<file path="src/rtl/swmm_pkg.sv">
package swmm_pkg;

	localparam int WINDOW_DEPTH = 64;
	localparam int SAMPLE_W     = 16;
	localparam int VAL_W        = 15;
	localparam int COUNT_OUT_W  = 7;
	localparam int ADDR_W       = $clog2(WINDOW_DEPTH);
	localparam int CNT_W        = $clog2(WINDOW_DEPTH + 1);
	localparam int SUM_W        = VAL_W + ADDR_W;
	localparam int DIV_STEP_W   = $clog2(SUM_W);
	localparam int QDEPTH       = 2;
	localparam int QADDR_W      = $clog2(QDEPTH);
	localparam int QCNT_W       = $clog2(QDEPTH + 1);

	typedef struct packed {
		logic             taken;
		logic [VAL_W-1:0] value;
	} item_t;

	typedef struct packed {
		logic             start;
		logic [SUM_W-1:0] dividend;
		logic [CNT_W-1:0] divisor;
	} div_req_t;

	typedef struct packed {
		logic             done;
		logic [SUM_W-1:0] quotient;
	} div_rsp_t;

endpackage

</file>
<file path="src/rtl/swmm_front.sv">
module swmm_front import swmm_pkg::*; (
	input  logic                clk,
	input  logic                arst_n,
	input  logic                push,
	output logic                full,
	input  logic [SAMPLE_W-1:0] sample,
	output logic                q_vld,
	input  logic                q_take,
	output item_t               q_item
);

	item_t              fifo_q [QDEPTH];
	logic [QADDR_W-1:0] wptr_q;
	logic [QADDR_W-1:0] rptr_q;
	logic [QCNT_W-1:0]  cnt_q;
	logic               do_push;
	logic               do_pop;
	item_t              new_item;

	assign full    = (cnt_q == QCNT_W'(QDEPTH));
	assign q_vld   = (cnt_q != '0);
	assign q_item  = fifo_q[rptr_q];
	assign do_push = push && !full;
	assign do_pop  = q_take && q_vld;

	// classify: a set sign bit marks a sample to discard
	always_comb begin
		new_item.taken = !sample[SAMPLE_W-1];
		new_item.value = sample[VAL_W-1:0];
	end

	always_ff @(posedge clk) begin
		if (do_push) begin
			fifo_q[wptr_q] <= new_item;
		end
	end

	always_ff @(posedge clk or negedge arst_n) begin
		if (!arst_n) begin
			wptr_q <= '0;
			rptr_q <= '0;
			cnt_q  <= '0;
		end else begin
			if (do_push) begin
				wptr_q <= (wptr_q == QADDR_W'(QDEPTH - 1)) ? '0 : wptr_q + 1'b1;
			end
			if (do_pop) begin
				rptr_q <= (rptr_q == QADDR_W'(QDEPTH - 1)) ? '0 : rptr_q + 1'b1;
			end
			if (do_push && !do_pop) begin
				cnt_q <= cnt_q + 1'b1;
			end else if (do_pop && !do_push) begin
				cnt_q <= cnt_q - 1'b1;
			end
		end
	end

endmodule

</file>
<file path="src/rtl/swmm_div.sv">
module swmm_div import swmm_pkg::*; (
	input  logic     clk,
	input  logic     arst_n,
	input  div_req_t req,
	output div_rsp_t rsp
);

	logic [CNT_W-1:0]      rem_q;
	logic [SUM_W-1:0]      quo_q;
	logic [CNT_W-1:0]      den_q;
	logic [DIV_STEP_W-1:0] step_q;
	logic                  busy_q;
	logic                  done_q;
	logic [CNT_W:0]        rem_sh;
	logic                  fits;

	// one quotient bit per cycle, restoring
	assign rem_sh = {rem_q, quo_q[SUM_W-1]};
	assign fits   = (rem_sh >= {1'b0, den_q});

	assign rsp.done     = done_q;
	assign rsp.quotient = quo_q;

	always_ff @(posedge clk) begin
		if (req.start) begin
			rem_q <= '0;
			quo_q <= req.dividend;
			den_q <= req.divisor;
		end else if (busy_q) begin
			rem_q <= fits ? CNT_W'(rem_sh - {1'b0, den_q}) : rem_sh[CNT_W-1:0];
			quo_q <= {quo_q[SUM_W-2:0], fits};
		end
	end

	always_ff @(posedge clk or negedge arst_n) begin
		if (!arst_n) begin
			busy_q <= 1'b0;
			done_q <= 1'b0;
			step_q <= '0;
		end else begin
			done_q <= 1'b0;
			if (req.start) begin
				busy_q <= 1'b1;
				step_q <= '0;
			end else if (busy_q) begin
				step_q <= step_q + 1'b1;
				if (step_q == DIV_STEP_W'(SUM_W - 1)) begin
					busy_q <= 1'b0;
					done_q <= 1'b1;
				end
			end
		end
	end

endmodule

</file>
<file path="src/rtl/swmm_back.sv">
module swmm_back import swmm_pkg::*; (
	input  logic                   clk,
	input  logic                   arst_n,
	input  logic                   q_vld,
	output logic                   q_take,
	input  item_t                  q_item,
	output logic                   empty,
	input  logic                   pop,
	output logic [VAL_W-1:0]       window_max,
	output logic [VAL_W-1:0]       window_min,
	output logic [VAL_W-1:0]       window_mean,
	output logic [COUNT_OUT_W-1:0] window_count,
	output logic                   sample_taken
);

	typedef enum logic [2:0] {
		ST_IDLE,
		ST_UPD,
		ST_SWAP,
		ST_SCAN,
		ST_DIV,
		ST_DONE
	} state_t;

	state_t            state_q;
	item_t             item_q;
	logic [VAL_W-1:0]  mem [WINDOW_DEPTH];
	logic [VAL_W-1:0]  rd_data_s1;
	logic              rd_zero_s1;
	logic              scan_vld_s1;
	logic              zero0_q;
	logic [ADDR_W-1:0] old_q;
	logic [CNT_W-1:0]  cnt_q;
	logic [SUM_W-1:0]  sum_q;
	logic [ADDR_W-1:0] scan_addr_q;
	logic [CNT_W-1:0]  issued_q;
	logic [VAL_W-1:0]  hi_q;
	logic [VAL_W-1:0]  lo_q;
	logic [VAL_W-1:0]  mean_q;
	logic              div_start_q;
	logic              res_vld_q;
	logic [VAL_W-1:0]  res_max_q;
	logic [VAL_W-1:0]  res_min_q;
	logic [VAL_W-1:0]  res_mean_q;
	logic [CNT_W-1:0]  res_cnt_q;
	logic              res_taken_q;

	logic              mem_we;
	logic [ADDR_W-1:0] mem_waddr;
	logic              mem_re;
	logic [ADDR_W-1:0] mem_raddr;
	logic [ADDR_W:0]   app_sum;
	logic [ADDR_W-1:0] app_addr;
	logic [ADDR_W-1:0] old_next;
	logic [ADDR_W-1:0] scan_next;
	logic              win_full;
	logic [VAL_W-1:0]  rd_val;
	div_req_t          div_req;
	div_rsp_t          div_rsp;

	assign win_full  = (cnt_q == CNT_W'(WINDOW_DEPTH));
	assign app_sum   = {1'b0, old_q} + (ADDR_W + 1)'(cnt_q);
	assign app_addr  = (app_sum >= (ADDR_W + 1)'(WINDOW_DEPTH)) ?
		ADDR_W'(app_sum - (ADDR_W + 1)'(WINDOW_DEPTH)) : app_sum[ADDR_W-1:0];
	assign old_next  = (old_q == ADDR_W'(WINDOW_DEPTH - 1)) ? '0 : old_q + 1'b1;
	assign scan_next = (scan_addr_q == ADDR_W'(WINDOW_DEPTH - 1)) ? '0 : scan_addr_q + 1'b1;
	// entry zero reads as zero until first written
	assign rd_val    = rd_zero_s1 ? '0 : rd_data_s1;
	assign q_take    = (state_q == ST_IDLE) && q_vld;

	assign div_req.start    = div_start_q;
	assign div_req.dividend = sum_q;
	assign div_req.divisor  = cnt_q;

	swmm_div u_div (
		.clk    (clk),
		.arst_n (arst_n),
		.req    (div_req),
		.rsp    (div_rsp)
	);

	always_comb begin
		mem_we    = 1'b0;
		mem_waddr = app_addr;
		mem_re    = 1'b0;
		mem_raddr = scan_addr_q;
		case (state_q)
			ST_UPD: begin
				if (item_q.taken) begin
					if (!win_full) begin
						mem_we = 1'b1;
					end else begin
						mem_re    = 1'b1;
						mem_raddr = old_q;
					end
				end
			end
			ST_SWAP: begin
				mem_we    = 1'b1;
				mem_waddr = old_q;
			end
			ST_SCAN: begin
				mem_re = (issued_q != cnt_q);
			end
			default: begin
			end
		endcase
	end

	always_ff @(posedge clk) begin
		if (mem_we) begin
			mem[mem_waddr] <= item_q.value;
		end
		if (mem_re) begin
			rd_data_s1 <= mem[mem_raddr];
			rd_zero_s1 <= zero0_q && (mem_raddr == '0);
		end
	end

	always_ff @(posedge clk or negedge arst_n) begin
		if (!arst_n) begin
			state_q     <= ST_IDLE;
			item_q      <= '0;
			zero0_q     <= 1'b1;
			old_q       <= '0;
			cnt_q       <= CNT_W'(1);
			sum_q       <= '0;
			scan_addr_q <= '0;
			issued_q    <= '0;
			hi_q        <= '0;
			lo_q        <= '1;
			mean_q      <= '0;
			scan_vld_s1 <= 1'b0;
			div_start_q <= 1'b0;
			res_vld_q   <= 1'b0;
			res_max_q   <= '0;
			res_min_q   <= '0;
			res_mean_q  <= '0;
			res_cnt_q   <= '0;
			res_taken_q <= 1'b0;
		end else begin
			if (mem_we && (mem_waddr == '0)) begin
				zero0_q <= 1'b0;
			end
			scan_vld_s1 <= (state_q == ST_SCAN) && mem_re;
			// start the divide once the last scanned entry is folded in
			div_start_q <= (state_q == ST_SCAN) && (issued_q == cnt_q) && !scan_vld_s1;
			if ((state_q == ST_DONE) && (!res_vld_q || pop)) begin
				res_vld_q <= 1'b1;
			end else if (pop) begin
				res_vld_q <= 1'b0;
			end
			case (state_q)
				ST_IDLE: begin
					if (q_vld) begin
						item_q  <= q_item;
						state_q <= ST_UPD;
					end
				end
				ST_UPD: begin
					scan_addr_q <= old_q;
					issued_q    <= '0;
					hi_q        <= '0;
					lo_q        <= '1;
					if (!item_q.taken) begin
						state_q <= ST_SCAN;
					end else if (!win_full) begin
						cnt_q   <= cnt_q + 1'b1;
						sum_q   <= sum_q + SUM_W'(item_q.value);
						state_q <= ST_SCAN;
					end else begin
						state_q <= ST_SWAP;
					end
				end
				ST_SWAP: begin
					// drop the oldest beat, append the new one in its slot
					sum_q       <= sum_q - SUM_W'(rd_val) + SUM_W'(item_q.value);
					old_q       <= old_next;
					scan_addr_q <= old_next;
					state_q     <= ST_SCAN;
				end
				ST_SCAN: begin
					if (scan_vld_s1) begin
						if (rd_val > hi_q) begin
							hi_q <= rd_val;
						end
						if (rd_val < lo_q) begin
							lo_q <= rd_val;
						end
					end
					if (issued_q != cnt_q) begin
						issued_q    <= issued_q + 1'b1;
						scan_addr_q <= scan_next;
					end else if (!scan_vld_s1) begin
						state_q <= ST_DIV;
					end
				end
				ST_DIV: begin
					if (div_rsp.done) begin
						mean_q  <= div_rsp.quotient[VAL_W-1:0];
						state_q <= ST_DONE;
					end
				end
				ST_DONE: begin
					// hold until the result slot frees up
					if (!res_vld_q || pop) begin
						res_max_q   <= hi_q;
						res_min_q   <= lo_q;
						res_mean_q  <= mean_q;
						res_cnt_q   <= cnt_q;
						res_taken_q <= item_q.taken;
						state_q     <= ST_IDLE;
					end
				end
				default: begin
					state_q <= ST_IDLE;
				end
			endcase
		end
	end

	assign empty        = !res_vld_q;
	assign window_max   = res_max_q;
	assign window_min   = res_min_q;
	assign window_mean  = res_mean_q;
	assign window_count = COUNT_OUT_W'(res_cnt_q);
	assign sample_taken = res_taken_q;

endmodule

</file>
<file path="src/rtl/sliding_window_min_max_mean_top.sv">
// Sliding window min / max / mean over non-negative Q8.8 samples.
//
// Input side is a queue: drive sample and push; a beat is taken on a clock
// edge with push high and full low. A sample with its sign bit set is not
// added to the window but still yields a result with sample_taken low.
// Result side is a queue too: while empty is low the oldest result sits on
// window_max / window_min / window_mean / window_count / sample_taken, and
// it leaves on an edge with pop high.
// A two-entry input queue feeds the window engine, which handles one beat
// at a time: it dequeues the beat, updates the window store (ST_UPD, plus
// ST_SWAP when the window is full), scans the store (one read port, one
// entry per cycle), runs the bit-serial mean divide, then posts the
// result.
// Reset leaves the window holding one zero sample (count 1, sum 0); no
// clearing pass is needed. If pop stays low the finished result is held,
// the engine still takes the next beat and stops before posting it, and
// full rises once the input queue fills.
module sliding_window_min_max_mean_top import swmm_pkg::*; (
	input  logic                   clk,
	input  logic                   arst_n,
	input  logic                   push,
	output logic                   full,
	input  logic [SAMPLE_W-1:0]    sample,
	output logic                   empty,
	input  logic                   pop,
	output logic [VAL_W-1:0]       window_max,
	output logic [VAL_W-1:0]       window_min,
	output logic [VAL_W-1:0]       window_mean,
	output logic [COUNT_OUT_W-1:0] window_count,
	output logic                   sample_taken
);

	logic  q_vld;
	logic  q_take;
	item_t q_item;

	swmm_front u_front (
		.clk    (clk),
		.arst_n (arst_n),
		.push   (push),
		.full   (full),
		.sample (sample),
		.q_vld  (q_vld),
		.q_take (q_take),
		.q_item (q_item)
	);

	swmm_back u_back (
		.clk          (clk),
		.arst_n       (arst_n),
		.q_vld        (q_vld),
		.q_take       (q_take),
		.q_item       (q_item),
		.empty        (empty),
		.pop          (pop),
		.window_max   (window_max),
		.window_min   (window_min),
		.window_mean  (window_mean),
		.window_count (window_count),
		.sample_taken (sample_taken)
	);

endmodule
</file>
<file path="config.mk">
export PLATFORM = sky130hd
export DESIGN_NAME = sliding_window_min_max_mean_top
export DESIGN_NICKNAME = d
export VERILOG_FILES = /design/src/rtl/swmm_pkg.sv /design/src/rtl/swmm_front.sv /design/src/rtl/swmm_div.sv /design/src/rtl/swmm_back.sv /design/src/rtl/sliding_window_min_max_mean_top.sv
export SDC_FILE = /design/constraint.sdc
export NUM_CORES = 2
export LEC_CHECK = 0
export BUFFER_PORTS_ARGS = -buffer_cell sky130_fd_sc_hd__buf_2
export CAP_MARGIN = 20
export CORE_UTILIZATION = 45
export CTS_BUF_LIST = sky130_fd_sc_hd__clkbuf_4 sky130_fd_sc_hd__clkbuf_8
export DETAILED_ROUTE_END_ITERATION = 7
export HOLD_SLACK_MARGIN = 0.08
export PLACE_DENSITY = 0.59
export SYNTH_ARGS = -nofsm -noshare
export SYNTH_HDL_FRONTEND = slang
export SYNTH_HIERARCHICAL = 1
export SYNTH_SLANG_ARGS = --single-unit
</file>
<file path="constraint.sdc">
create_clock -name clk -period 11.8 [get_ports clk]
set_clock_uncertainty 0.2 [all_clocks]
set_input_delay 1.18 -clock clk [delete_from_list [all_inputs] [get_ports clk]]
set_output_delay 1.18 -clock clk [all_outputs]
set_load 0.1 [all_outputs]
</file>
-- Word level (Yosys, flattened, before mapping)
Memories as Yosys holds them, arrays and structs flattened. A register that Yosys moved wholly into a read port is not among the register bits.
Index checks and enable logic that the tools add are counted.
- add/subtract/negate cells: 15
- multiply operators: 0
- divide/modulo/power cells: 0
- order comparisons: 4
- equality and inequality tests: 23
- shift-type cells: 0
- mux-type cells: 56
- bitwise operators: 1
- reduce and logical (&&, ||, !) cells: 39
- operators by type and width (kind ; number):
    two-way mux 21 bit ; 4
    two-way mux 15 bit ; 5
    case mux 15 bit (2 select lines) ; 2
    two-way mux 6 bit ; 8
    adder 21 x 15 -> 21 bit ; 2
    case mux 21 bit (2 select lines) ; 1
    subtractor 21 x 15 -> 21 bit ; 1
    two-way mux 1 bit ; 19
    two-way mux 3 bit ; 6
    case mux 3 bit (6 select lines) ; 1
    case mux 6 bit (3 select lines) ; 1
    > comparator 15 bit ; 1
    < comparator 15 bit ; 1
    adder 7 x 1 -> 7 bit (second input constant) ; 2
    two-way mux 7 bit ; 2
    != test 2 bit (second input constant) ; 7
    case mux 7 bit (2 select lines) ; 1
    adder 6 x 1 -> 6 bit (second input constant) ; 2
    equality test 6 bit (second input constant) ; 2
    zero test 6 bit ; 2
    AND reduction 3 bit ; 4
    nonzero test 2 bit ; 6
    logical AND 1 bit ; 11
    two-way mux 5 bit ; 2
    27 further kinds ; 45
- register bits: 199
- bits in latches: 0
- memory bits (writable): 992
- bits in read-only memories: 0
- bits of input ports: 20
- output and inout port bits: 55
- logic and storage cells: 168
- memories kept: 2
- memories (name ; depth ; bits a word ; read ports ; clocked after Yosys merged registers in ; wr ports ; RTL line ; RTL):
    u_back.mem ; 64 ; 15 ; 1 ; 1 ; 1 ; swmm_back.sv:27 ; logic [VAL_W-1:0] mem [WINDOW_DEPTH];
    u_front.fifo_q ; 2 ; 16 ; 1 ; 1 ; 1 ; swmm_front.sv:12 ; item_t fifo_q [QDEPTH];

-- Depth between registers and ports, before layout
- depth after elaboration: 7
- depth in mapped cells: 15
- mapped depth without buffers: 13

-- Cells and area by module
Netlist, hierarchy kept.
- by module, submodules not included (module ; times used ; cells an instance ; area each (um^2) ; sequential area each (um^2)):
    swmm_back ; 1 ; 3042 ; 48114.9 ; 33533.4
    swmm_div ; 1 ; 187 ; 2238.4 ; 1156.1
    swmm_front ; 1 ; 70 ; 1410.1 ; 1061.0

-- Worst setup path before layout
Ideal clock, no wire load.
- path type: reg2reg
- from: reg u_back/item_q[9] (netlist name)
- to: reg u_back.sum_q[20]
- library setup time: 0.130 ns
- arrival: 3.909 ns
- data required time: 11.470 ns
- slack: 7.561 ns
- cell stages (with the launch flop): 13
- buffers on the path: 0
- period minus slack after synthesis: 4.239 ns
- cells stage by stage: dfrtp_1 -> inv_1 -> fa_1 -> inv_1 -> ha_1 -> and2_1 -> a22o_1 -> a311oi_1 -> o311ai_0 -> a31oi_1 -> mux2i_1 -> o211ai_1 -> xor2_1
- word-level cells in the longest chain between the ends: 4
- elaborated cells between the ends (all ways): 5
- those cells by class: add/sub (2); mux (3)
- RTL lines (element ; RTL line ; RTL):
    start, declared ; swmm_back.sv:26 ; item_t item_q;
    start signal, assigned ; swmm_back.sv:156 ; item_q <= q_item;
    adder 21 x 15 -> 21 bit ; swmm_back.sv:169 ; sum_q <= sum_q + SUM_W'(item_q.value);
    two-way mux 21 bit ; swmm_back.sv:167 ; end else if (!win_full) begin
    two-way mux 21 bit ; swmm_back.sv:165 ; if (!item_q.taken) begin
    case mux 21 bit (2 select lines) (*) ; swmm_back.sv:153 ; case (state_q)
    end signal, assigned ; swmm_back.sv:169 ;
    end signal, assigned ; swmm_back.sv:177 ; sum_q <= sum_q - SUM_W'(rd_val) + SUM_W'(item_q.value);
    end, declared ; swmm_back.sv:34 ; logic [SUM_W-1:0] sum_q;
Mark *: on every way between the ends. The rest lies on a longest branch, timed or not. The select of a mux whose other input is x is not followed.
A chain may end at the register's enable or synchronous reset.

-- Worst setup path in the final report
- from: reg u_back.state_q[0]
- to: reg u_back.rd_data_s1[12], read port of u_back.mem, data pin
- word-level cells in the longest chain between the ends: 2
- elaborated cells between the ends (all ways): 4
- those cells by class: eq/ne (2); mux (2)
- RTL lines (element ; RTL line ; RTL):
    start, declared ; swmm_back.sv:25 ; state_t state_q;
    start signal, assigned ; swmm_back.sv:122 ; state_q <= ST_IDLE;
    start signal, assigned ; swmm_back.sv:157 ; state_q <= ST_UPD;
    start signal, assigned ; swmm_back.sv:166 ; state_q <= ST_SCAN;
    equality test 3 x 2 -> 1 bit or equality test 3 x 1 -> 1 bit (tied branches) ; swmm_back.sv:87 ; case (state_q)
    case mux 1 bit (2 select lines) or two-way mux 6 bit (tied branches) ; swmm_back.sv:87 ;
    end, declared ; swmm_back.sv:28 ; logic [VAL_W-1:0] rd_data_s1;
Several ways; a longest one is shown, not always the timed one.

==> run metrics <==
fin. max-slew vios 0; CP peak stage delay 1.09 ns; Comb power frac 1.0%; Hold-fix buffers, CTS 0; Pint 6.66 mW; CTS buffer count 197; largest net degree at the start of global routing 117; CTS Root Cell clkbuf_8; commonest non-fill, non-tap cell in the layout edfxtp_1; Max Clk Rate 181 MHz; drt drc 0; #FFs+latches synth 1,222; CP arrival 5.91 ns; GRT Total Usage 23.2%; met2 routed WL 64,100 microns; most used cell, CP buf_4; die area 0.116 sq mm; Net Count, Synth 3,423; sequential area share after synthesis 69.1%; final cell count without fillers 5,176; TritonRoute pass-1 iters 6; layout cells sized above 1 20.8%; Synth Flop Type edfxtp_1; Bufs and invs on worst path 2; Ports 75; Detail Placement HPWL 82,400 microns; Core Rows 124; synthesized area per cell 15.7 sq um; Die Y 341 microns; Via-to-Cell Ratio 5.79; worst path required time 12.20 ns; CP top delay family buffers and inverters; status complete, no violations; Post-CTS Setup Inserts 0; fillers 9,501; Setup-failing EPs final 0; initial DRC count 2,763; Worst-path clk slew 0.07 ns; Clock Sinks 1,222; die width 341 microns; TNS Setup 0 ns; most frequent cells in the layout 1,036 x edfxtp_1, 416 x mux2i_1, 208 x clkbuf_8; peak supply drop 0.000104 V; Cell Area, Synth 0.0518 sq mm; Gate Count Post-Synth 3,299; DRT Wirelength 135,000 microns; routed len/inst 26.1 microns; Layout area overhead 12.6%; first-pass GRT wire length 198,000 microns; CTS tree done; FF-to-FF setup slack 6.29 ns; final instance area 0.0583 sq mm; post-synthesis cell type count 86; synth warn 6; slowest CP cell o41ai_1; placed cell count 4,800; max-cap violations 0; leakage power 20.9 nW; GP Congestion 0.885; sequential power share 55.5%; Final Hold Fails 0; critical path capture point type flop; clock share of power 43.5%; antenna-violating nets left 0; NetSw 1.76 mW; startpoint types flop; minimum clock period 5.51 ns; port bufs 74; post-CTS resize count 0; RSZ-0062 raised after global routing false; Top Metal Used met5; Hold Path Class in -> async; routed wl met3 9950 microns; crit-path cells and4bb_2 > nand3_4 > mux2i_4 > buf_4 > buf_4 > mux2i_1 > o22ai_1 > o41ai_1 > nand4_1; Vias 29,955; vias in the first global route 29,925; clock latency on the worst-skew pair 0.92 ns; Post-synth ARST share 14.6%; Max clock buf depth 3; Max FO, Critical Path 64; starting density of the core 45.3%; number of synthesized flops with an enable pin 1,036; final period utilization 46.7%; WL met1 57,300 microns; Worst slew margin 18.4%; placed cell areas 0.0541 sq mm; grt ovf 0; Least-Margin Pin Slew 1.21 ns; initial antenna violation count 3; core area 0.114 sq mm; crit path kind reg -> reg; fin nets 3,622; pwr dens 145 mW/mm^2; Max H-tree Level 4; Net Sw Frac 20.9%
-- through the flow --
step	hold slack [ns]	util, %	setup WS [ns]	total power, mW
2_1_floorplan	0.220	-	7.56	4.81
3_3_place_gp	0.256	47.1	5.76	4.84
3_5_place_dp	0.270	47.4	6.27	4.85
4_1_cts	0.175	50.9	6.26	8.51
5_1_grt	0.214	51.0	5.92	8.70
6_report	0.185	51.0	6.29	8.43
-- layout make-up --
cell class                      instances  area [sq um]  area share, %
Antenna cell                            1          2.50        0.00429
Clock buffer                          272          3340           5.73
Clock inverter                         92           644           1.11
Inverter                              112           420          0.721
Multi-Input combinational cell       1796         14900           25.5
Sequential cell                      1222         35800           61.4
Tap cell                             1512          1890           3.25
Timing Repair Buffer                  169          1330           2.29
-- synthesized netlist by cell type (all sizes together), types with 12 or more instances --
master / instances / share of area [%]
a211oi: 18 / 0.29
a21o: 16 / 0.23
a21oi: 61 / 0.60
a22oi: 45 / 0.65
a31oi: 12 / 0.15
and4: 17 / 0.29
buf: 101 / 1.4
clkbuf: 68 / 0.50
dfrtp: 162 / 7.8
dfstp: 17 / 0.86
edfxtp: 1036 / 60
fa: 15 / 0.58
ha: 89 / 2.2
inv: 112 / 0.81
mux2: 112 / 2.5
mux2i: 419 / 8.1
mux4: 45 / 2.0
nand2: 147 / 1.1
nand2b: 18 / 0.22
nand3: 31 / 0.33
nand4: 29 / 0.35
nor2: 140 / 1.0
nor2b: 29 / 0.35
nor3: 17 / 0.16
o21ai: 105 / 1.0
o22a: 14 / 0.24
o22ai: 192 / 2.3
o41ai: 16 / 0.27
or3: 12 / 0.15
xnor2: 41 / 0.69
xor2: 30 / 0.51
-- path summary, 6_finish.rpt --
path	start	to	cells after the start
setup reg to reg	u_back/state_q[0]	u_back/rd_data_s1[12]	9
min in group clk	u_back/sum_q[20]	u_back/sum_q[20]	1
max in group asynchronous	arst_n	u_back/u_div/step_q[2]	3
setup / recovery	u_back/state_q[0]	u_back/rd_data_s1[12]	9
hold reg to reg	u_back/sum_q[20]	u_back/sum_q[20]	1
hold / removal	arst_n	u_back/window_count[5]	1
-- sequential cells by signal, indices dropped and copies added, names as in the netlist, 2 cells and up --
signal and cells:
u_back/mean_q 15, u_back/rd_data_s1 15, u_back/sum_q 21, u_back/item_q 16, u_back/state_q 3, u_back/window_count 7
u_back/window_max 15, u_back/issued_q 7, u_front/fifo_q 32, u_back/u_div/step_q 5, u_back/cnt_q 7, u_back/old_q 6
u_front/cnt_q 2, u_back/window_mean 15, u_back/hi_q 15, u_back/u_div/den_q 7, u_back/scan_addr_q 6, u_back/u_div/rem_q 7
u_back/u_div/quo_q 21, u_back/window_min 15, u_back/mem 960, u_back/lo_q 15
-- power groups by stage --
stage | combinational [mW] | sequential [mW] | clock (mW)
3_3_place_gp | 0.0845 | 4.76 | 0
2_1_floorplan | 0.0525 | 4.76 | 0
3_5_place_dp | 0.0907 | 4.76 | 0
4_1_cts | 0.0909 | 4.67 | 3.75
6_report | 0.0882 | 4.67 | 3.66
5_1_grt | 0.0971 | 4.67 | 3.93
-- per-layer routing --
layer  track usage (%)  vias to the layer above
li1                  -                    13240
met1              31.8                    15349
met2              37.0                     1159
met3              4.46                      205
met4              8.05                        2
met5                 0                        -
-- logic make-up after synthesis --
group,Yosys count,synth area share (%)
compound gates,558,7.06
xor+xnor,71,1.20
fa+ha+maj,104,2.73
buf+inv,281,2.74
flops,1222,69.1
mux,576,12.6
simple gates,487,4.62
-- worst reg2reg max path, cell delays in order (launching register included) --
cell and delay [ns]:
dfrtp_1 0.81, and4bb_2 0.43, nand3_4 0.27, mux2i_4 0.30, buf_4 0.55, buf_4 0.98
mux2i_1 0.32, o22ai_1 0.11, o41ai_1 1.09, nand4_1 0.16
Power figures use the tool's default switching activity.
